===== config.mk =====
export PLATFORM = sky130hd
export DESIGN_NAME = news_wire_story_header_parser_core
export DESIGN_NICKNAME = d
export VERILOG_FILES = /design/src/sv/nwp_pkg.sv /design/src/sv/nwp_front.sv /design/src/sv/nwp_queue.sv /design/src/sv/nwp_back.sv /design/src/sv/news_wire_story_header_parser_core.sv
export SDC_FILE = /design/constraint.sdc
export NUM_CORES = 1
export LEC_CHECK = 0
export ABC_AREA = 1
export BUFFER_PORTS_ARGS = -buffer_cell sky130_fd_sc_hd__buf_4
export CORE_ASPECT_RATIO = 1.5
export CORE_UTILIZATION = 25
export CTS_BUF_LIST = sky130_fd_sc_hd__clkbuf_2 sky130_fd_sc_hd__clkbuf_4 sky130_fd_sc_hd__clkbuf_8
export CTS_CLUSTER_SIZE = 24
export DETAILED_ROUTE_END_ITERATION = 10
export PLACE_DENSITY = 0.37
export SYNTH_ARGS = -nofsm -noshare
export SYNTH_HDL_FRONTEND = slang
export SYNTH_SLANG_ARGS = --single-unit

===== constraint.sdc =====
create_clock -name clk -period 4.9 [get_ports clk]
set_input_delay 0.735 -clock clk [delete_from_list [all_inputs] [get_ports clk]]
set_output_delay 0.735 -clock clk [all_outputs]
set_load 0.01 [all_outputs]

===== src/sv/nwp_pkg.sv =====
`default_nettype none
package nwp_pkg;

  // classified word handed from the front end to the parser
  typedef struct packed {
    logic [7:0] data;
    logic       eos;
    logic       is_digit;
    logic       is_alpha;
    logic       is_crlf;
    logic [3:0] dval;
  } nwp_word_t;

  localparam logic [4:0] KEYWORD_MAX   = 5'd24;
  localparam logic [4:0] NUMBER_DIGITS = 5'd4;
  localparam logic [4:0] UPI_MAX       = 5'd16;
  localparam logic [4:0] SEL_MAX       = 5'd5;
  localparam logic [4:0] DATE_MAX      = 5'd5;

  localparam logic [7:0] CH_SOH = 8'h01;
  localparam logic [7:0] CH_STX = 8'h02;
  localparam logic [7:0] CH_ETX = 8'h03;
  localparam logic [7:0] CH_EOT = 8'h04;
  localparam logic [7:0] CH_LF  = 8'h0A;
  localparam logic [7:0] CH_CR  = 8'h0D;
  localparam logic [7:0] CH_DC1 = 8'h11;
  localparam logic [7:0] CH_DC2 = 8'h12;
  localparam logic [7:0] CH_DC3 = 8'h13;
  localparam logic [7:0] CH_DC4 = 8'h14;
  localparam logic [7:0] CH_SYN = 8'h16;
  localparam logic [7:0] CH_US  = 8'h1F;
  localparam logic [7:0] CH_SP  = 8'h20;
  localparam logic [7:0] CH_DASH = 8'h2D;

  localparam logic [3:0] TAG_DELIM   = 4'd0;
  localparam logic [3:0] TAG_SERVICE = 4'd1;
  localparam logic [3:0] TAG_STORY   = 4'd2;
  localparam logic [3:0] TAG_UPI     = 4'd3;
  localparam logic [3:0] TAG_SEL     = 4'd4;
  localparam logic [3:0] TAG_PRI     = 4'd5;
  localparam logic [3:0] TAG_CAT     = 4'd6;
  localparam logic [3:0] TAG_KEYWORD = 4'd7;
  localparam logic [3:0] TAG_VERSION = 4'd8;
  localparam logic [3:0] TAG_REF     = 4'd9;
  localparam logic [3:0] TAG_DATE    = 4'd10;
  localparam logic [3:0] TAG_COUNT   = 4'd11;
  localparam logic [3:0] TAG_BODY    = 4'd12;
  localparam logic [3:0] TAG_TIME    = 4'd13;

  localparam logic [1:0] ST_PARSING = 2'd0;
  localparam logic [1:0] ST_DONE    = 2'd1;
  localparam logic [1:0] ST_ERROR   = 2'd2;

  localparam logic [2:0] KIND_BODY_TEXT  = 3'd1;
  localparam logic [2:0] KIND_BODY_TAB   = 3'd2;
  localparam logic [2:0] KIND_AGATE_TEXT = 3'd3;
  localparam logic [2:0] KIND_AGATE_TAB  = 3'd4;

  typedef enum logic [3:0] {
    ERR_NONE  = 4'd0,
    ERR_SOH   = 4'd1,
    ERR_DIGIT = 4'd2,
    ERR_US    = 4'd3,
    ERR_LF    = 4'd4,
    ERR_ALPHA = 4'd5,
    ERR_SPACE = 4'd6,
    ERR_DC12  = 4'd7,
    ERR_DC34  = 4'd8,
    ERR_STX   = 4'd9,
    ERR_ETX   = 4'd10,
    ERR_EOT   = 4'd11,
    ERR_EOF   = 4'd12
  } nwp_err_t;

  typedef enum logic [26:0] {
    PH_LEAD     = 27'd1 << 0,
    PH_SVC      = 27'd1 << 1,
    PH_FIRSTDIG = 27'd1 << 2,
    PH_STORY    = 27'd1 << 3,
    PH_UPI      = 27'd1 << 4,
    PH_SEL      = 27'd1 << 5,
    PH_SELLF    = 27'd1 << 6,
    PH_PRI      = 27'd1 << 7,
    PH_SP1      = 27'd1 << 8,
    PH_CAT      = 27'd1 << 9,
    PH_FMT      = 27'd1 << 10,
    PH_FMTB     = 27'd1 << 11,
    PH_FMTA     = 27'd1 << 12,
    PH_SP2      = 27'd1 << 13,
    PH_KW       = 27'd1 << 14,
    PH_VER      = 27'd1 << 15,
    PH_XSP      = 27'd1 << 16,
    PH_REF      = 27'd1 << 17,
    PH_DATE     = 27'd1 << 18,
    PH_WC       = 27'd1 << 19,
    PH_WCCR     = 27'd1 << 20,
    PH_STX      = 27'd1 << 21,
    PH_BODY     = 27'd1 << 22,
    PH_TLEAD    = 27'd1 << 23,
    PH_TIME     = 27'd1 << 24,
    PH_TTRAIL   = 27'd1 << 25,
    PH_TAIL     = 27'd1 << 26
  } nwp_phase_t;

  // what a phase was waiting for when the stream ends early
  function automatic nwp_err_t eof_code(input nwp_phase_t ph);
    nwp_err_t e;
    case (ph)
      PH_LEAD:                              e = ERR_SOH;
      PH_SVC, PH_FIRSTDIG:                  e = ERR_DIGIT;
      PH_STORY, PH_UPI:                     e = ERR_US;
      PH_SEL, PH_SELLF:                     e = ERR_LF;
      PH_PRI, PH_CAT:                       e = ERR_ALPHA;
      PH_FMT:                               e = ERR_DC34;
      PH_FMTB, PH_FMTA:                     e = ERR_DC12;
      PH_SP1, PH_SP2, PH_KW, PH_VER,
      PH_XSP, PH_REF, PH_DATE:              e = ERR_SPACE;
      PH_WC, PH_WCCR, PH_STX:               e = ERR_STX;
      PH_BODY:                              e = ERR_ETX;
      PH_TLEAD, PH_TIME, PH_TTRAIL:         e = ERR_EOT;
      default:                              e = ERR_NONE;
    endcase
    return e;
  endfunction

endpackage
`default_nettype wire


===== src/sv/nwp_front.sv =====
`default_nettype none
module nwp_front
  import nwp_pkg::*;
(
  input  wire logic       clk,
  input  wire logic       rst,
  input  wire logic       in_valid,
  output logic            in_ready,
  input  wire logic [7:0] in_byte,
  input  wire logic       end_of_stream,
  output logic            push,
  output nwp_word_t       push_word,
  input  wire logic       q_full
);

  logic      fv;
  nwp_word_t fw;
  nwp_word_t cls;

  always_comb begin
    cls.data     = in_byte;
    cls.eos      = end_of_stream;
    cls.is_digit = in_byte inside {[8'h30:8'h39]};
    cls.is_alpha = in_byte inside {[8'h41:8'h5A], [8'h61:8'h7A]};
    cls.is_crlf  = (in_byte == CH_CR) || (in_byte == CH_LF);
    cls.dval     = in_byte[3:0];
  end

  assign push      = fv && !q_full;
  assign push_word = fw;
  assign in_ready  = !fv || push;

  always_ff @(posedge clk) begin
    if (rst) begin
      fv <= 1'b0;
    end else if (in_ready) begin
      fv <= in_valid;
    end
  end

  always_ff @(posedge clk) begin
    if (in_valid && in_ready) begin
      fw <= cls;
    end
  end

endmodule
`default_nettype wire


===== src/sv/nwp_queue.sv =====
`default_nettype none
module nwp_queue
  import nwp_pkg::*;
(
  input  wire logic      clk,
  input  wire logic      rst,
  input  wire logic      push,
  input  wire nwp_word_t push_word,
  output logic           full,
  input  wire logic      pop,
  output logic           not_empty,
  output nwp_word_t      head
);

  nwp_word_t  mem [2];
  logic       wr_ptr;
  logic       rd_ptr;
  logic [1:0] count;

  assign full      = (count == 2'd2);
  assign not_empty = (count != 2'd0);
  assign head      = mem[rd_ptr];

  always_ff @(posedge clk) begin
    if (rst) begin
      wr_ptr <= 1'b0;
      rd_ptr <= 1'b0;
      count  <= 2'd0;
    end else begin
      if (push) wr_ptr <= ~wr_ptr;
      if (pop) rd_ptr <= ~rd_ptr;
      case ({push, pop})
        2'b10:   count <= count + 2'd1;
        2'b01:   count <= count - 2'd1;
        default: count <= count;
      endcase
    end
  end

  always_ff @(posedge clk) begin
    if (push) begin
      mem[wr_ptr] <= push_word;
    end
  end

endmodule
`default_nettype wire


===== src/sv/nwp_back.sv =====
`default_nettype none
module nwp_back
  import nwp_pkg::*;
(
  input  wire logic        clk,
  input  wire logic        rst,
  input  wire logic        not_empty,
  input  wire nwp_word_t   w,
  output logic             pop,
  output logic             out_valid,
  input  wire logic        out_ready,
  output logic [3:0]       field_tag,
  output logic [7:0]       char_out,
  output logic [13:0]      story_value,
  output logic [13:0]      count_value,
  output logic [2:0]       format_kind,
  output logic [1:0]       status,
  output logic [3:0]       error_code
);

  nwp_phase_t  phase, phase_next;
  logic [4:0]  char_counter, char_counter_next;
  logic [13:0] story_acc, story_acc_next;
  logic [13:0] words_acc, words_acc_next;
  logic [2:0]  kind_reg, kind_reg_next;
  logic        version_empty, version_empty_next;
  nwp_err_t    sticky_error, sticky_error_next;

  logic [3:0]  tag;
  logic [1:0]  st;
  nwp_err_t    err;
  logic [7:0]  ch;
  logic [13:0] story_o, words_o;
  logic [2:0]  kind_o;
  logic [4:0]  cnt_inc;
  logic [13:0] story_x10, words_x10;
  logic [7:0]  c;

  assign pop = not_empty && (!out_valid || out_ready);
  assign c   = w.data;
  assign cnt_inc = char_counter + 5'd1;
  assign story_x10 = {story_acc[10:0], 3'b000} + {story_acc[12:0], 1'b0} + {10'd0, w.dval};
  assign words_x10 = {words_acc[10:0], 3'b000} + {words_acc[12:0], 1'b0} + {10'd0, w.dval};

  always_comb begin
    phase_next         = phase;
    char_counter_next  = char_counter;
    story_acc_next     = story_acc;
    words_acc_next     = words_acc;
    kind_reg_next      = kind_reg;
    version_empty_next = version_empty;
    sticky_error_next  = sticky_error;
    tag   = TAG_DELIM;
    st    = ST_PARSING;
    err   = ERR_NONE;
    ch    = c;
    story_o = story_acc;
    words_o = words_acc;
    kind_o  = kind_reg;

    if (w.eos) begin
      ch = 8'd0;
      if (sticky_error != ERR_NONE) begin
        st  = ST_ERROR;
        err = sticky_error;
      end else if (phase == PH_TAIL) begin
        st = ST_DONE;
      end else begin
        st  = ST_ERROR;
        err = eof_code(phase);
      end
      phase_next         = PH_LEAD;
      char_counter_next  = 5'd0;
      story_acc_next     = 14'd0;
      words_acc_next     = 14'd0;
      kind_reg_next      = 3'd0;
      version_empty_next = 1'b0;
      sticky_error_next  = ERR_NONE;
    end else begin
      if (sticky_error == ERR_NONE) begin
        case (phase)
          PH_LEAD: begin
            if (c == CH_SYN || w.is_crlf) phase_next = PH_LEAD;
            else if (c == CH_SOH) phase_next = PH_SVC;
            else err = ERR_SOH;
          end
          PH_SVC, PH_FIRSTDIG: begin
            if (phase == PH_SVC && w.is_alpha) begin
              tag = TAG_SERVICE;
              phase_next = PH_FIRSTDIG;
            end else if (w.is_digit) begin
              tag = TAG_STORY;
              story_acc_next = {10'd0, w.dval};
              char_counter_next = 5'd1;
              phase_next = PH_STORY;
            end else err = ERR_DIGIT;
          end
          PH_STORY: begin
            if (w.is_digit && char_counter < NUMBER_DIGITS) begin
              tag = TAG_STORY;
              story_acc_next = story_x10;
              char_counter_next = cnt_inc;
            end else if (c == CH_US) begin
              char_counter_next = 5'd0;
              phase_next = PH_SEL;
            end else begin
              // an extra digit or any other byte opens the UPI
              tag = TAG_UPI;
              char_counter_next = 5'd1;
              phase_next = PH_UPI;
            end
          end
          PH_UPI: begin
            if (c == CH_US) begin
              char_counter_next = 5'd0;
              phase_next = PH_SEL;
            end else if (char_counter < UPI_MAX) begin
              tag = TAG_UPI;
              char_counter_next = cnt_inc;
            end else err = ERR_US;
          end
          PH_SEL: begin
            if (w.is_alpha || c == CH_DASH) begin
              if (char_counter < SEL_MAX) begin
                tag = TAG_SEL;
                char_counter_next = cnt_inc;
              end else err = ERR_LF;
            end else if (c == CH_CR) phase_next = PH_SELLF;
            else if (c == CH_LF) phase_next = PH_PRI;
            else err = ERR_LF;
          end
          PH_SELLF: begin
            if (c == CH_LF) phase_next = PH_PRI;
            else err = ERR_LF;
          end
          PH_PRI: begin
            if (w.is_alpha) begin
              tag = TAG_PRI;
              phase_next = PH_SP1;
            end else err = ERR_ALPHA;
          end
          PH_SP1: begin
            if (c == CH_SP) phase_next = PH_CAT;
            else err = ERR_SPACE;
          end
          PH_CAT: begin
            if (w.is_alpha) begin
              tag = TAG_CAT;
              phase_next = PH_FMT;
            end else err = ERR_ALPHA;
          end
          PH_FMT: begin
            if (c == CH_DC3) phase_next = PH_FMTB;
            else if (c == CH_DC4) phase_next = PH_FMTA;
            else err = ERR_DC34;
          end
          PH_FMTB: begin
            if (c == CH_DC1) begin
              kind_reg_next = KIND_BODY_TEXT;
              phase_next = PH_SP2;
            end else if (c == CH_DC2) begin
              kind_reg_next = KIND_BODY_TAB;
              phase_next = PH_SP2;
            end else err = ERR_DC12;
          end
          PH_FMTA: begin
            if (c == CH_DC1) begin
              kind_reg_next = KIND_AGATE_TEXT;
              phase_next = PH_SP2;
            end else if (c == CH_DC2) begin
              kind_reg_next = KIND_AGATE_TAB;
              phase_next = PH_SP2;
            end else err = ERR_DC12;
          end
          PH_SP2: begin
            if (c == CH_SP) begin
              char_counter_next = 5'd0;
              phase_next = PH_KW;
            end else err = ERR_SPACE;
          end
          PH_KW: begin
            if (w.is_alpha || w.is_digit || c == CH_DASH) begin
              if (char_counter < KEYWORD_MAX) begin
                tag = TAG_KEYWORD;
                char_counter_next = cnt_inc;
              end else err = ERR_SPACE;
            end else if (c == CH_SP) begin
              version_empty_next = 1'b1;
              phase_next = PH_VER;
            end else err = ERR_SPACE;
          end
          PH_VER: begin
            if (c == CH_SP) phase_next = version_empty ? PH_XSP : PH_REF;
            else begin
              tag = TAG_VERSION;
              version_empty_next = 1'b0;
            end
          end
          PH_XSP: begin
            // empty version may carry one extra space
            if (c != CH_SP) tag = TAG_REF;
            phase_next = PH_REF;
          end
          PH_REF: begin
            if (c == CH_SP) begin
              char_counter_next = 5'd0;
              phase_next = PH_DATE;
            end else tag = TAG_REF;
          end
          PH_DATE: begin
            if (w.is_digit || c == CH_DASH) begin
              if (char_counter < DATE_MAX) begin
                tag = TAG_DATE;
                char_counter_next = cnt_inc;
              end else err = ERR_SPACE;
            end else if (c == CH_SP) begin
              char_counter_next = 5'd0;
              words_acc_next = 14'd0;
              phase_next = PH_WC;
            end else err = ERR_SPACE;
          end
          PH_WC: begin
            if (w.is_digit) begin
              if (char_counter < NUMBER_DIGITS) begin
                tag = TAG_COUNT;
                words_acc_next = words_x10;
                char_counter_next = cnt_inc;
              end else err = ERR_STX;
            end else if (c == CH_CR) phase_next = PH_WCCR;
            else if (c == CH_LF) phase_next = PH_STX;
            else if (c == CH_STX) phase_next = PH_BODY;
            else err = ERR_STX;
          end
          PH_WCCR: begin
            if (c == CH_LF) phase_next = PH_STX;
            else if (c == CH_STX) phase_next = PH_BODY;
            else err = ERR_STX;
          end
          PH_STX: begin
            if (c == CH_STX) phase_next = PH_BODY;
            else err = ERR_STX;
          end
          PH_BODY: begin
            if (c == CH_ETX) phase_next = PH_TLEAD;
            else tag = TAG_BODY;
          end
          PH_TLEAD: begin
            if (!w.is_crlf) begin
              tag = TAG_TIME;
              phase_next = PH_TIME;
            end
          end
          PH_TIME: begin
            if (w.is_crlf) phase_next = PH_TTRAIL;
            else tag = TAG_TIME;
          end
          PH_TTRAIL: begin
            if (w.is_crlf) phase_next = PH_TTRAIL;
            else if (c == CH_EOT) phase_next = PH_TAIL;
            else err = ERR_EOT;
          end
          PH_TAIL: begin
            if (!w.is_crlf) err = ERR_EOF;
          end
          default: err = ERR_SOH;
        endcase
        if (err != ERR_NONE) sticky_error_next = err;
      end
      if (sticky_error_next != ERR_NONE) begin
        st  = ST_ERROR;
        err = sticky_error_next;
        tag = TAG_DELIM;
      end
      story_o = story_acc_next;
      words_o = words_acc_next;
      kind_o  = kind_reg_next;
    end
  end

  always_ff @(posedge clk) begin
    if (rst) begin
      phase         <= PH_LEAD;
      char_counter  <= 5'd0;
      story_acc     <= 14'd0;
      words_acc     <= 14'd0;
      kind_reg      <= 3'd0;
      version_empty <= 1'b0;
      sticky_error  <= ERR_NONE;
      out_valid     <= 1'b0;
    end else begin
      if (pop) begin
        phase         <= phase_next;
        char_counter  <= char_counter_next;
        story_acc     <= story_acc_next;
        words_acc     <= words_acc_next;
        kind_reg      <= kind_reg_next;
        version_empty <= version_empty_next;
        sticky_error  <= sticky_error_next;
      end
      if (pop) out_valid <= 1'b1;
      else if (out_ready) out_valid <= 1'b0;
    end
  end

  always_ff @(posedge clk) begin
    if (pop) begin
      field_tag   <= tag;
      char_out    <= ch;
      story_value <= story_o;
      count_value <= words_o;
      format_kind <= kind_o;
      status      <= st;
      error_code  <= err;
    end
  end

endmodule
`default_nettype wire


===== src/sv/news_wire_story_header_parser_core.sv =====
`default_nettype none
// News-wire story parser for the ANPA-1312 layout. Feed one story byte per
// word on the input channel, or a word with end_of_stream set to close the
// story; every input word yields exactly one result word that tags the byte
// with its field and carries the running story number, word count, format
// kind, and a status/error code. Sustained rate is one byte per clock while
// neither side stalls; a byte's result passes the front register, two-entry
// queue and parser output register before it is valid. The per-byte parser
// step, a registered state update, sets the rate. Either side may stall freely.
module news_wire_story_header_parser_core
  import nwp_pkg::*;
(
  input  wire logic        clk,
  input  wire logic        rst,
  input  wire logic        in_valid,
  output logic             in_ready,
  input  wire logic [7:0]  in_byte,
  input  wire logic        end_of_stream,
  output logic             out_valid,
  input  wire logic        out_ready,
  output logic [3:0]       field_tag,
  output logic [7:0]       char_out,
  output logic [13:0]      story_value,
  output logic [13:0]      count_value,
  output logic [2:0]       format_kind,
  output logic [1:0]       status,
  output logic [3:0]       error_code
);

  logic      push;
  nwp_word_t push_word;
  logic      q_full;
  logic      pop;
  logic      q_not_empty;
  nwp_word_t q_head;

  nwp_front u_front (
    .clk          (clk),
    .rst          (rst),
    .in_valid     (in_valid),
    .in_ready     (in_ready),
    .in_byte      (in_byte),
    .end_of_stream(end_of_stream),
    .push         (push),
    .push_word    (push_word),
    .q_full       (q_full)
  );

  nwp_queue u_queue (
    .clk      (clk),
    .rst      (rst),
    .push     (push),
    .push_word(push_word),
    .full     (q_full),
    .pop      (pop),
    .not_empty(q_not_empty),
    .head     (q_head)
  );

  nwp_back u_back (
    .clk        (clk),
    .rst        (rst),
    .not_empty  (q_not_empty),
    .w          (q_head),
    .pop        (pop),
    .out_valid  (out_valid),
    .out_ready  (out_ready),
    .field_tag  (field_tag),
    .char_out   (char_out),
    .story_value(story_value),
    .count_value(count_value),
    .format_kind(format_kind),
    .status     (status),
    .error_code (error_code)
  );

endmodule
`default_nettype wire


Word level (Yosys, flattened, before mapping)
Memory sizes are Yosys's and may differ from the RTL's. A register that Yosys moved wholly into a read port is not among the register bits. Index checks and enable logic that the tools add are counted.

Register bits: 139. RAM bits: 32. Bits of input ports: 13. Logic and storage cells: 328. Memories: 1.

$add $sub $neg: 7. Magnitude comparators: 10. Eq/ne operators: 78. Multiplexer cells: 157. Bitwise operators: 3. Reductions and logical operators: 47.

Memory list: u_queue.mem (depth 2, bits a word 16, read ports 1, clocked after Yosys merged registers in 1, write ports 1, RTL line nwp_queue.sv:15) `nwp_word_t mem [2];`.

Operators by type and width (count): $mux W27 (34); $pmux W27 S24 (1); $mux W14 (13); $mux W4 (42); $mux W5 (15); $pmux W4 S17 (1); $mux W3 (19); $pmux W14 S2 (2); $pmux W4 S14 (1); $ne A3 B2 Y1 const B (17); $eq A8 B5 Y1 const B (6); $pmux W4 S11 (1); $pmux W5 S8 (1); $eq A8 B4 Y1 const B (4); $add A14 B14 Y14 (2); $add A14 B4 Y14 (2); $eq A27 B1 Y1 const B (1); $eq A27 B10 Y1 const B (1); $eq A27 B11 Y1 const B (1); $eq A27 B12 Y1 const B (1); $eq A27 B13 Y1 const B (1); $eq A27 B14 Y1 const B (1); $eq A27 B15 Y1 const B (1); $eq A27 B16 Y1 const B (1); 61 further kinds (133).

Longest topological paths before layout
Gate-level depths: netlist of run 1.

Word-level depth: 15. Depth in mapped cells: 19.

Modules after synthesis
A second synthesis of run 1 with hierarchy kept.

Cells, all modules: 1416. Area, all modules: 11011.8 um^2.

Modules (own cells, without submodules): nwp_back (instances 1, cells an instance 1288, area an instance 9041.2 um^2); nwp_queue (instances 1, cells an instance 83, area an instance 1435.1 um^2); nwp_front (instances 1, cells an instance 45, area an instance 535.5 um^2).

Worst setup path before layout of run 1
OpenSTA, ideal clock, no wires.

Kind: input to register. From: input out_ready. To: register u_queue.count[1]. Setup time: 0.122 ns. Arrival time: 3.712 ns. Data required time: 4.778 ns. Slack: 1.066 ns. Stages: 8. Path buffers: 1. Cells stage by stage: nor2_1 -> a21oi_1 -> clkbuf_1 -> ha_1 -> a21oi_1 -> o21ai_0 -> o21ai_0 -> a21oi_1.

Longest elaborated chain between the ends: 4. Elaborated cells between the ends (all ways): 6. Those cells by class: eq/ne (2); mux (1); reduce/logical (3).

Ends and longest elaborated chain: start: declaration (RTL line news_wire_story_header_parser_core.sv:20) `input wire logic out_ready,`; $logic_or A1 B1 Y1 (*) (RTL line nwp_back.sv:39) `assign pop = not_empty && (!out_valid || out_ready);`; $logic_and A1 B1 Y1 (*) (RTL line nwp_back.sv:39); named net pop (RTL line news_wire_story_header_parser_core.sv:33) `logic pop;`; $eq A2 B1 Y1 or $eq A2 B2 Y1 (tied branches) (RTL line nwp_queue.sv:32) `case ({push, pop})`; $pmux W2 S2 or $reduce_bool A2 Y1 (tied branches); end signal: assignment (RTL line nwp_queue.sv:33) `2'b10: count <= count + 2'd1;`; end signal: assignment (RTL line nwp_queue.sv:34) `2'b01: count <= count - 2'd1;`; end signal: assignment (RTL line nwp_queue.sv:35) `default: count <= count;`; end: declaration (RTL line nwp_queue.sv:18) `logic [1:0] count;`.

Mark *: on every way through the listed nets, which the timed path passes. The rest lies on a longest branch. A chain may end at the register's enable or synchronous reset.

==> results of run 1 <==
-- cell type report --
class | count | area (um^2) | area share
inverters | 193 | 726.9 | 0.05671
clock inverters | 15 | 160.2 | 0.01249
repair buffers | 73 | 548.0 | 0.04275
well taps | 582 | 728.2 | 0.05681
flip-flops and latches | 160 | 4054 | 0.3163
multi-input cells | 1154 | 6365 | 0.4965
diodes | 1 | 2.502 | 0.0001952
clock buffers | 17 | 234.0 | 0.01825
-- per-layer routing --
metal | part of all wire | wire [um] | track usage | vias to the layer above
met4 | 0.034 | 1425 | 0.07386 | 0
met1 | 0.39 | 16530 | 0.1995 | 5072
met5 | 0 | 0 | 0 | -
met2 | 0.55 | 22840 | 0.3489 | 198
met3 | 0.026 | 1094 | 0.02360 | 64
li1 | - | - | - | 5295
-- final timing paths --
check | depth (start not counted) | slack (ns) | from | to
max reg2reg | 16 | 1.01 | flip-flop | u_back.field_tag[2]
min reg2reg | 0 | 0.46 | u_front.push_word[12] | u_queue.mem[0][12]
max | 16 | 1.01 | flip-flop | u_back.field_tag[2]
min | 1 | 0.42 | in_byte[2] | u_front.push_word[2]
-- kinds of logic after synthesis --
group           after synthesis  synth area share
simple gates                794            0.3337
compound gates              298            0.1551
buf+inv                     241           0.09025
flops                       160            0.3544
fa+ha+maj                    50           0.05732
xor+xnor                     12          0.009189
-- power by group through the flow --
stage | clock, mW | combinational (mW) | sequential [mW]
floorplan | 0 | 2.59 | 2.27
global placement | 0 | 3.75 | 2.24
detailed placement | 0 | 3.78 | 2.24
CTS | 1.09 | 3.79 | 2.21
global route | 1.12 | 4.18 | 2.25
finish | 1.03 | 3.73 | 2.20
-- synthesized netlist by cell type (all sizes together) --
master / number / area share
or2: 6 / 0.0035
ha: 46 / 0.050
xnor2: 4 / 0.0031
nor2: 234 / 0.092
o2111ai: 8 / 0.0061
o31ai: 3 / 0.0020
nand4: 16 / 0.0088
nand2: 345 / 0.13
a21o: 1 / 0.00066
a221oi: 1 / 0.00077
xor2: 8 / 0.0061
inv: 191 / 0.063
nor3b: 4 / 0.0026
a2111oi: 1 / 0.00077
fa: 4 / 0.0070
nor4: 5 / 0.0027
dfxtp: 75 / 0.13
a211oi: 2 / 0.0013
o211ai: 18 / 0.012
o21bai: 10 / 0.0066
a21oi: 118 / 0.060
a31oi: 10 / 0.0055
a22oi: 2 / 0.0013
o211a: 1 / 0.00088
a32oi: 2 / 0.0015
a31o: 1 / 0.00077
nor4b: 1 / 0.00077
buf: 22 / 0.018
edfxtp: 85 / 0.22
nand3: 152 / 0.076
o21ai: 107 / 0.048
o21a: 1 / 0.00066
o22ai: 12 / 0.0066
clkinv: 2 / 0.00066
nor3: 27 / 0.013
clkbuf: 26 / 0.0085
nand3b: 4 / 0.0030
-- metrics by stage --
stage                     utilization  hold WS, ns  setup slack (ns)  power (mW)
after floorplan                     -       0.4215             1.066       4.858
after global placement         0.2765       0.4272             1.056       5.993
after detailed placement       0.2765       0.4327             1.045       6.014
after CTS                      0.2852       0.3556            0.9907       7.089
after global routing           0.2853       0.3793            0.7351       7.550
final                          0.2853       0.4151             1.015       6.955
-- cells in the final DEF (no fill, tap or decap), types with 3 or more instances in the layout --
cell type,count
sky130_fd_sc_hd__a31oi_1,10
sky130_fd_sc_hd__edfxtp_1,85
sky130_fd_sc_hd__dfxtp_1,75
sky130_fd_sc_hd__o21bai_1,10
sky130_fd_sc_hd__inv_6,5
sky130_fd_sc_hd__xnor2_1,4
sky130_fd_sc_hd__nor3b_1,4
sky130_fd_sc_hd__nor2_1,203
sky130_fd_sc_hd__nor2_4,10
sky130_fd_sc_hd__o31ai_1,3
sky130_fd_sc_hd__o2111ai_1,8
sky130_fd_sc_hd__a21oi_1,95
sky130_fd_sc_hd__nor2_2,18
sky130_fd_sc_hd__nand3_2,22
sky130_fd_sc_hd__o21ai_1,4
sky130_fd_sc_hd__or2_2,3
sky130_fd_sc_hd__inv_2,12
sky130_fd_sc_hd__o211ai_1,18
sky130_fd_sc_hd__fa_1,4
sky130_fd_sc_hd__xor2_1,8
sky130_fd_sc_hd__inv_8,4
sky130_fd_sc_hd__o21ai_0,100
sky130_fd_sc_hd__inv_1,178
sky130_fd_sc_hd__ha_1,46
sky130_fd_sc_hd__a21oi_2,21
sky130_fd_sc_hd__nand2_4,20
sky130_fd_sc_hd__nand2_2,26
sky130_fd_sc_hd__nor2_8,3
sky130_fd_sc_hd__buf_4,73
sky130_fd_sc_hd__nand3_1,130
sky130_fd_sc_hd__nand4_1,16
sky130_fd_sc_hd__clkbuf_8,17
sky130_fd_sc_hd__nand3b_1,3
sky130_fd_sc_hd__clkinvlp_4,3
sky130_fd_sc_hd__nor4_1,5
sky130_fd_sc_hd__o22ai_1,12
sky130_fd_sc_hd__nand2_1,299
sky130_fd_sc_hd__nor3_1,26
==> insert_results.sql, run 1 <==
INSERT INTO impl_metrics (metric_group, metric, value, unit) VALUES
('timing', 'report.final.hold_viol_count', '0', ''),
('yosys', 'synth_sequential_area_ratio', '0.3544', ''),
('cts', 'cts_hold_fix_bufs', '0', ''),
('drt', 'drt_iter0_drc', '755', ''),
('floorplanning', 'floorplan.die.width', '176.6', 'um'),
('power', 'power_frac_clock', '0.148', ''),
('power', 'ir_worst_vdd', '207.5', 'uV'),
('placed_design', 'place.detailed.instances', '2162', ''),
('placed_design', 'globalplace.congestion', '0.9197', ''),
('floorplanning', 'num_io_pins', '64', ''),
('cts', 'cts_setup_buffers', '0', ''),
('floorplanning', 'die_area', '46630', 'um^2'),
('critical_path', 'largest_fanout_on_the_critical_path', '15', ''),
('yosys', 'synth_cell_type_count', '59', ''),
('timing', 'maxSlewHeadroom', '0.2562', ''),
('floorplanning', 'design.core.area', '44930', 'um^2'),
('power', 'net-switching-power', '3.438', 'mW'),
('cts', 'root_buffer', 'sky130_fd_sc_hd__clkbuf_8', ''),
('cts', 'clkLatencyLatePin', '0.51', 'ns'),
('critical_path', 'req_time_crit_path', '5.24', 'ns'),
('power', 'internal_power', '3.517', 'mW'),
('placed_design', 'port_buffers', '63', ''),
('timing', 'max_clock_freq', '0.2574', 'GHz'),
('critical_path', 'cp_common_cell', 'sky130_fd_sc_hd__nand2_1', ''),
('power', 'power_switching_share', '0.4943', ''),
('power', 'p_per_area', '542.5', 'nW/um^2'),
('power', 'seqPwrFrac', '0.316', ''),
('yosys', 'syn_area', '11440', 'um^2'),
('critical_path', 'critPathArrivalTime', '4.23', 'ns'),
('critical_path', 'cp_delay_by_family_top', 'simple AND/OR/NAND/NOR gates', ''),
('drt', 'detailroute.via_count', '10630', ''),
('timing', 'final-max-slew-violation-count', '0', ''),
('cts', 'cts_repair_resize_count', '0', ''),
('cts', 'ctsHtreeMaxLevel', '4', ''),
('yosys', 'ff_latch_count_synth', '160', ''),
('min_path', 'hold_path.class', 'in -> reg', ''),
('yosys', 'postSynthNetCount', '1618', ''),
('drt', 'antenna_nets_post_route', '0', ''),
('finish', 'area.growth.synth_to_final', '12.08', '%'),
('floorplanning', 'num_rows', '95', ''),
('floorplanning', 'floorplan.initialDensity', '0.2546', ''),
('cts', 'cts.clk_slew.worst_paths', '0.11', 'ns'),
('global_routing', 'initial_antenna_violation_count', '1', ''),
('flow_run', 'max_cap_violations', '0', ''),
('global_routing', 'grt_max_degree', '60', ''),
('timing', 'rsz_0062_raised_after_global_routing', 'false', ''),
('drt', 'viasPerCell', '4.842', ''),
('critical_path', 'critical_path.cell_chain', 'buf_4, inv_2, nand2_1, nand2_2, inv_2, nor2_2, inv_2, nand2_1, a21oi_1, nor2_1, nand3_1, nand2_1, nand2_1, nor2_1, nand3_1, nor2_1', ''),
('yosys', 'postSynthAreaPerCell', '7.355', 'um^2'),
('finish', 'flip_flop_count_of_the_largest_register_after_layout', '27', ''),
('cts', 'cts_tree', 'done', ''),
('finish', 'reg_top3', 'u_back.phase x27, u_queue.mem x24', ''),
('finish', 'largest_register', 'u_back.phase', ''),
('power', 'power.share.combinational', '0.536', ''),
('finish', 'filler_cell_count', '4999', ''),
('timing', 'period_needed', '3.885', 'ns'),
('timing', 'tns', '0', 'ns'),
('drt', 'detail_route.first_pass.iterations', '5', ''),
('critical_path', 'slowest_stage', 'sky130_fd_sc_hd__nor2_2', ''),
('yosys', 'yosysWarnings', '0', ''),
('global_routing', 'grt_remaining_overflow', '0', ''),
('placed_design', 'dp_hpwl', '32780', 'um'),
('timing', 'setup_viol', '0', ''),
('cts', 'cts_inserted_buffers', '17', ''),
('finish', 'layout-drive-gt1-share', '0.1551', ''),
('finish', 'layoutNonFillerInstCount', '2195', ''),
('cts', 'numClockSinks', '160', ''),
('placed_design', 'detailed_place.area', '12420', 'um^2'),
('floorplanning', 'die_height', '264.0', 'um'),
('run_status', 'outcome', 'complete, no violations', ''),
('critical_path', 'critPathCaptureType', 'flip-flop', '');
No activity file was read; power rests on OpenSTA's default activity.
==> run 2, diff against run 1 <==
ABC_AREA = 0   (was 1)
PLACE_DENSITY = 0.38   (was 0.37)
clock period = 3.65 ns   (was 4.9 ns; I/O delays follow)
==> run 2 against run 1 <==
Net effect: combinational power shrank 15%; worst hold slack lost 0.20 ns; synthesized cell count shrank 27%; design area grew 3.6%; critical endpoint is now u_back.error_code[1]; critical path type unchanged; sequential share of layout area shrank 1.1 points; utilization grew 3.2 points.
==> insert_results.sql, run 2 <==
INSERT INTO impl_metrics (metric_group, metric, value, unit) VALUES
('yosys', 'synth_async_sr_flop_share', '0', ''),
('yosys', 'post_synth_most_frequent_cells', 'sky130_fd_sc_hd__nor2_1 (114), sky130_fd_sc_hd__nand2_1 (89), sky130_fd_sc_hd__edfxtp_1 (85)', ''),
('timing', 'setup_viol', '0', ''),
('cts', 'cts_tree', 'done', ''),
('cts', 'cts.clk_slew.worst_paths', '0.11', 'ns'),
('timing', 'period_needed', '3.564', 'ns'),
('run_status', 'outcome', 'complete, no violations', ''),
('critical_path', 'startpoint_type', 'flip-flop', ''),
('finish', 'fin_nets', '1394', ''),
('cts', 'cts_inserted_buffers', '17', ''),
('drt', 'routed_wirelength', '44300', 'um'),
('yosys', 'postSynthAreaPerCell', '9.382', 'um^2'),
('global_routing', 'grt.total_usage', '0.2088', ''),
('yosys', 'synth-edff-count', '85', ''),
('finish', 'flip_flop_and_latch_area', '4055', 'um^2'),
('cts', 'clock_path_buffers', '2', ''),
('timing', 'rsz_0062_raised_after_global_routing', 'false', ''),
('floorplanning', 'floorplan.die.width', '170.1', 'um'),
('cts', 'numClockSinks', '160', ''),
('finish', 'reg_top3', 'u_back.phase x27, u_queue.mem x24', ''),
('yosys', 'synth_top_area_frac', '0.2408', ''),
('cts', 'ctsHtreeMaxLevel', '4', ''),
('yosys', 'post-synth-top-area-cell', 'sky130_fd_sc_hd__edfxtp_1', ''),
('finish', 'largest_register', 'u_back.phase', ''),
('power', 'ir_worst_vdd', '396.2', 'uV'),
('timing', 'max_clock_freq', '0.2806', 'GHz'),
('placed_design', 'detailed_place.area', '12800', 'um^2'),
('floorplanning', 'num_io_pins', '64', ''),
('finish', 'final_cell_area', '13280', 'um^2'),
('finish', 'layout-drive-gt1-share', '0.2589', ''),
('critical_path', 'critPathCaptureType', 'flip-flop', ''),
('drt', 'routed_wire_length_per_instance', '23.20', 'um'),
('timing', 'report.final.hold_viol_count', '0', ''),
('power', 'p_per_area', '527.3', 'nW/um^2'),
('critical_path', 'critical_path.cell_chain', 'or4_1, nor4_1, buf_4, buf_4, nand4_1, buf_4, nand2_1, a2111oi_1, and3_4, a311oi_1, buf_4, a211o_1', ''),
('placed_design', 'place.detailed.instances', '1875', ''),
('flow_run', 'max_cap_violations', '0', ''),
('critical_path', 'r2r_slack', '0.09', 'ns'),
('critical_path', 'cp_slowest_stage_delay', '0.69', 'ns'),
('drt', 'detailroute.via_count', '10010', ''),
('yosys', 'syn_area', '10600', 'um^2'),
('global_routing', 'grt_max_degree', '67', ''),
('min_path', 'hold_path.class', 'in -> reg', ''),
('yosys', 'post_synth_inst_count', '1130', ''),
('critical_path', 'largest_fanout_on_the_critical_path', '10', ''),
('critical_path', 'critPathArrivalTime', '3.80', 'ns'),
('floorplanning', 'die_height', '254.2', 'um'),
('yosys', 'synthTopCellsByArea', 'sky130_fd_sc_hd__edfxtp_1 (24%), sky130_fd_sc_hd__dfxtp_1 (14%), sky130_fd_sc_hd__ha_1 (5.4%), sky130_fd_sc_hd__nor2_1 (4.0%), sky130_fd_sc_hd__nand2_1 (3.2%)', ''),
('drt', 'drt_drc_violations_left', '0', ''),
('yosys', 'synth_ff_type', 'sky130_fd_sc_hd__edfxtp_1', ''),
('critical_path', 'cp_common_cell', 'sky130_fd_sc_hd__buf_4', ''),
('finish', 'area.growth.synth_to_final', '25.26', '%'),
('global_routing', 'grt_remaining_overflow', '0', ''),
('floorplanning', 'design.core.area', '41900', 'um^2'),
('yosys', 'yosysWarnings', '0', ''),
('global_routing', 'first_pass_grt_wire_length', '65600', 'um'),
('timing', 'maxSlewHeadroom', '0.2383', ''),
('yosys', 'yosysMostFrequentCell', 'sky130_fd_sc_hd__nor2_1', ''),
('timing', 'worst_slew_pin_slew', '1.138', 'ns'),
('placed_design', 'dp_hpwl', '34910', 'um'),
('drt', 'antenna_nets_post_route', '0', ''),
('floorplanning', 'num_rows', '92', ''),
('critical_path', 'critical_path_class', 'reg -> reg', ''),
('floorplanning', 'floorplan.initialDensity', '0.2530', ''),
('finish', 'flip_flop_count_of_the_largest_register_after_layout', '27', ''),
('min_path', 'timing.hold.worst.start', 'end_of_stream', ''),
('critical_path', 'slowest_stage', 'sky130_fd_sc_hd__a2111oi_1', ''),
('cts', 'cts_hold_fix_bufs', '0', ''),
('finish', 'final_common_cell', 'sky130_fd_sc_hd__buf_4', ''),
('finish', 'layoutNonFillerInstCount', '1909', ''),
('global_routing', 'initial_antenna_violation_count', '1', ''),
('timing', 'tns', '0', 'ns'),
('drt', 'drt_iter0_drc', '619', ''),
('drt', 'detail_route.first_pass.iterations', '5', ''),
('critical_path', 'req_time_crit_path', '3.88', 'ns'),
('finish', 'top_library_cells_by_usage_in_the_layout_fill_and_taps_aside', 'sky130_fd_sc_hd__buf_4 (231), sky130_fd_sc_hd__nor2_1 (113), sky130_fd_sc_hd__nand2_1 (89)', ''),
('critical_path', 'crit_start', 'u_back.phase[20]', ''),
('global_routing', 'first_global_vias', '10300', ''),
('timing', 'worst_clock_skew', '0.03420', 'ns'),
('placed_design', 'globalplace.congestion', '0.9054', ''),
('finish', 'fin_util', '0.3169', ''),
('yosys', 'postSynthNetCount', '1193', ''),
('yosys', 'synth_sequential_area_ratio', '0.3824', ''),
('critical_path', 'critical_path.reg2reg.startpoint', 'u_back.phase[20]', ''),
('power', 'power_leakage', '5.201', 'nW'),
('yosys', 'synth_cell_type_count', '96', ''),
('floorplanning', 'die_area', '43250', 'um^2'),
('drt', 'viasPerCell', '5.245', ''),
('cts', 'root_buffer', 'sky130_fd_sc_hd__clkbuf_8', ''),
('placed_design', 'port_buffers', '63', ''),
('yosys', 'ff_latch_count_synth', '160', ''),
('finish', 'filler_cell_count', '4479', ''),
('cts', 'clkLatencyLatePin', '0.52', 'ns'),
('timing', 'finalCritPeriodShare', '0.9765', ''),
('finish', 'combined_area_of_the_multi_input_logic_cells', '6162', 'um^2'),
('timing', 'final-max-slew-violation-count', '0', '');
[run 2: worst paths after layout]
check,depth (start not counted),to
hold / removal,1,u_front.push_word[7]
setup reg to reg,12,u_back.error_code[1]
setup / recovery,12,u_back.error_code[1]
hold reg to reg,0,u_queue.mem[1][13]
[run 2: area by class of cell]
cell class / count / area share
Clock inverter: 15 / 0.01310
Inverter: 32 / 0.009045
Antenna cell: 1 / 0.0001884
Timing Repair Buffer: 236 / 0.1375
Multi-Input combinational cell: 884 / 0.4641
Clock buffer: 17 / 0.01762
Tap cell: 564 / 0.05314
Sequential cell: 160 / 0.3054
[run 2: where the power goes]
part	leakage (nW)	internal, mW	switching (mW)	total (mW)
clock network	0.199	0.627	0.807	1.43
registers	1.42	2.25	0.138	2.39
logic	3.58	1.27	1.91	3.18
total	5.20	4.15	2.85	7.00
[run 2: kinds of logic (layout without fill, tap and decap cells)]
family,Yosys count,after routing,share of synthesized area
and+or+nand+nor,472,472,0.2494
AOI/OAI and AO/OA,292,292,0.1949
DFF,160,160,0.3824
buffers and inverters,86,300,0.04438
adders and majority gates,50,50,0.06184
muxes,37,37,0.03989
xor gates and xnor gates,33,33,0.02726
other,0,1,0
[run 2: stage by stage]
step,hold slack [ns],power (mW),setup WS (ns)
floorplan,0.4215,4.047,-0.02930
global placement,0.4247,5.631,-0.06631
detailed placement,0.4307,5.611,-0.04070
CTS,0.1841,7.085,0.01184
global route,0.1900,7.363,0.003681
finish,0.2141,7.002,0.08577
[run 2: critical path: cells and delay by family, from the launching register on]
kind | cells | cell delay, ns
buffers and inverters | 4 | 0.67
DFF | 1 | 0.54
AOI/OAI and AO/OA | 3 | 1.08
and+or+nand+nor | 5 | 1.01
[run 2: per-layer routing]
metal	vias to the layer above	global-route usage	wire length, um
li1	4753	-	-
met1	4926	0.2297	17430
met2	248	0.3875	23590
met3	85	0.02467	1191
met4	0	0.1125	2084
met5	-	0	0
[run 2: timing repair]
action / CTS / global route
setup buffers: 0 / 1
setup endpoints to repair: 17 / 33
cloned: 0 / 0
pin swaps: 1 / 3
gates resized for setup: 4 / 10
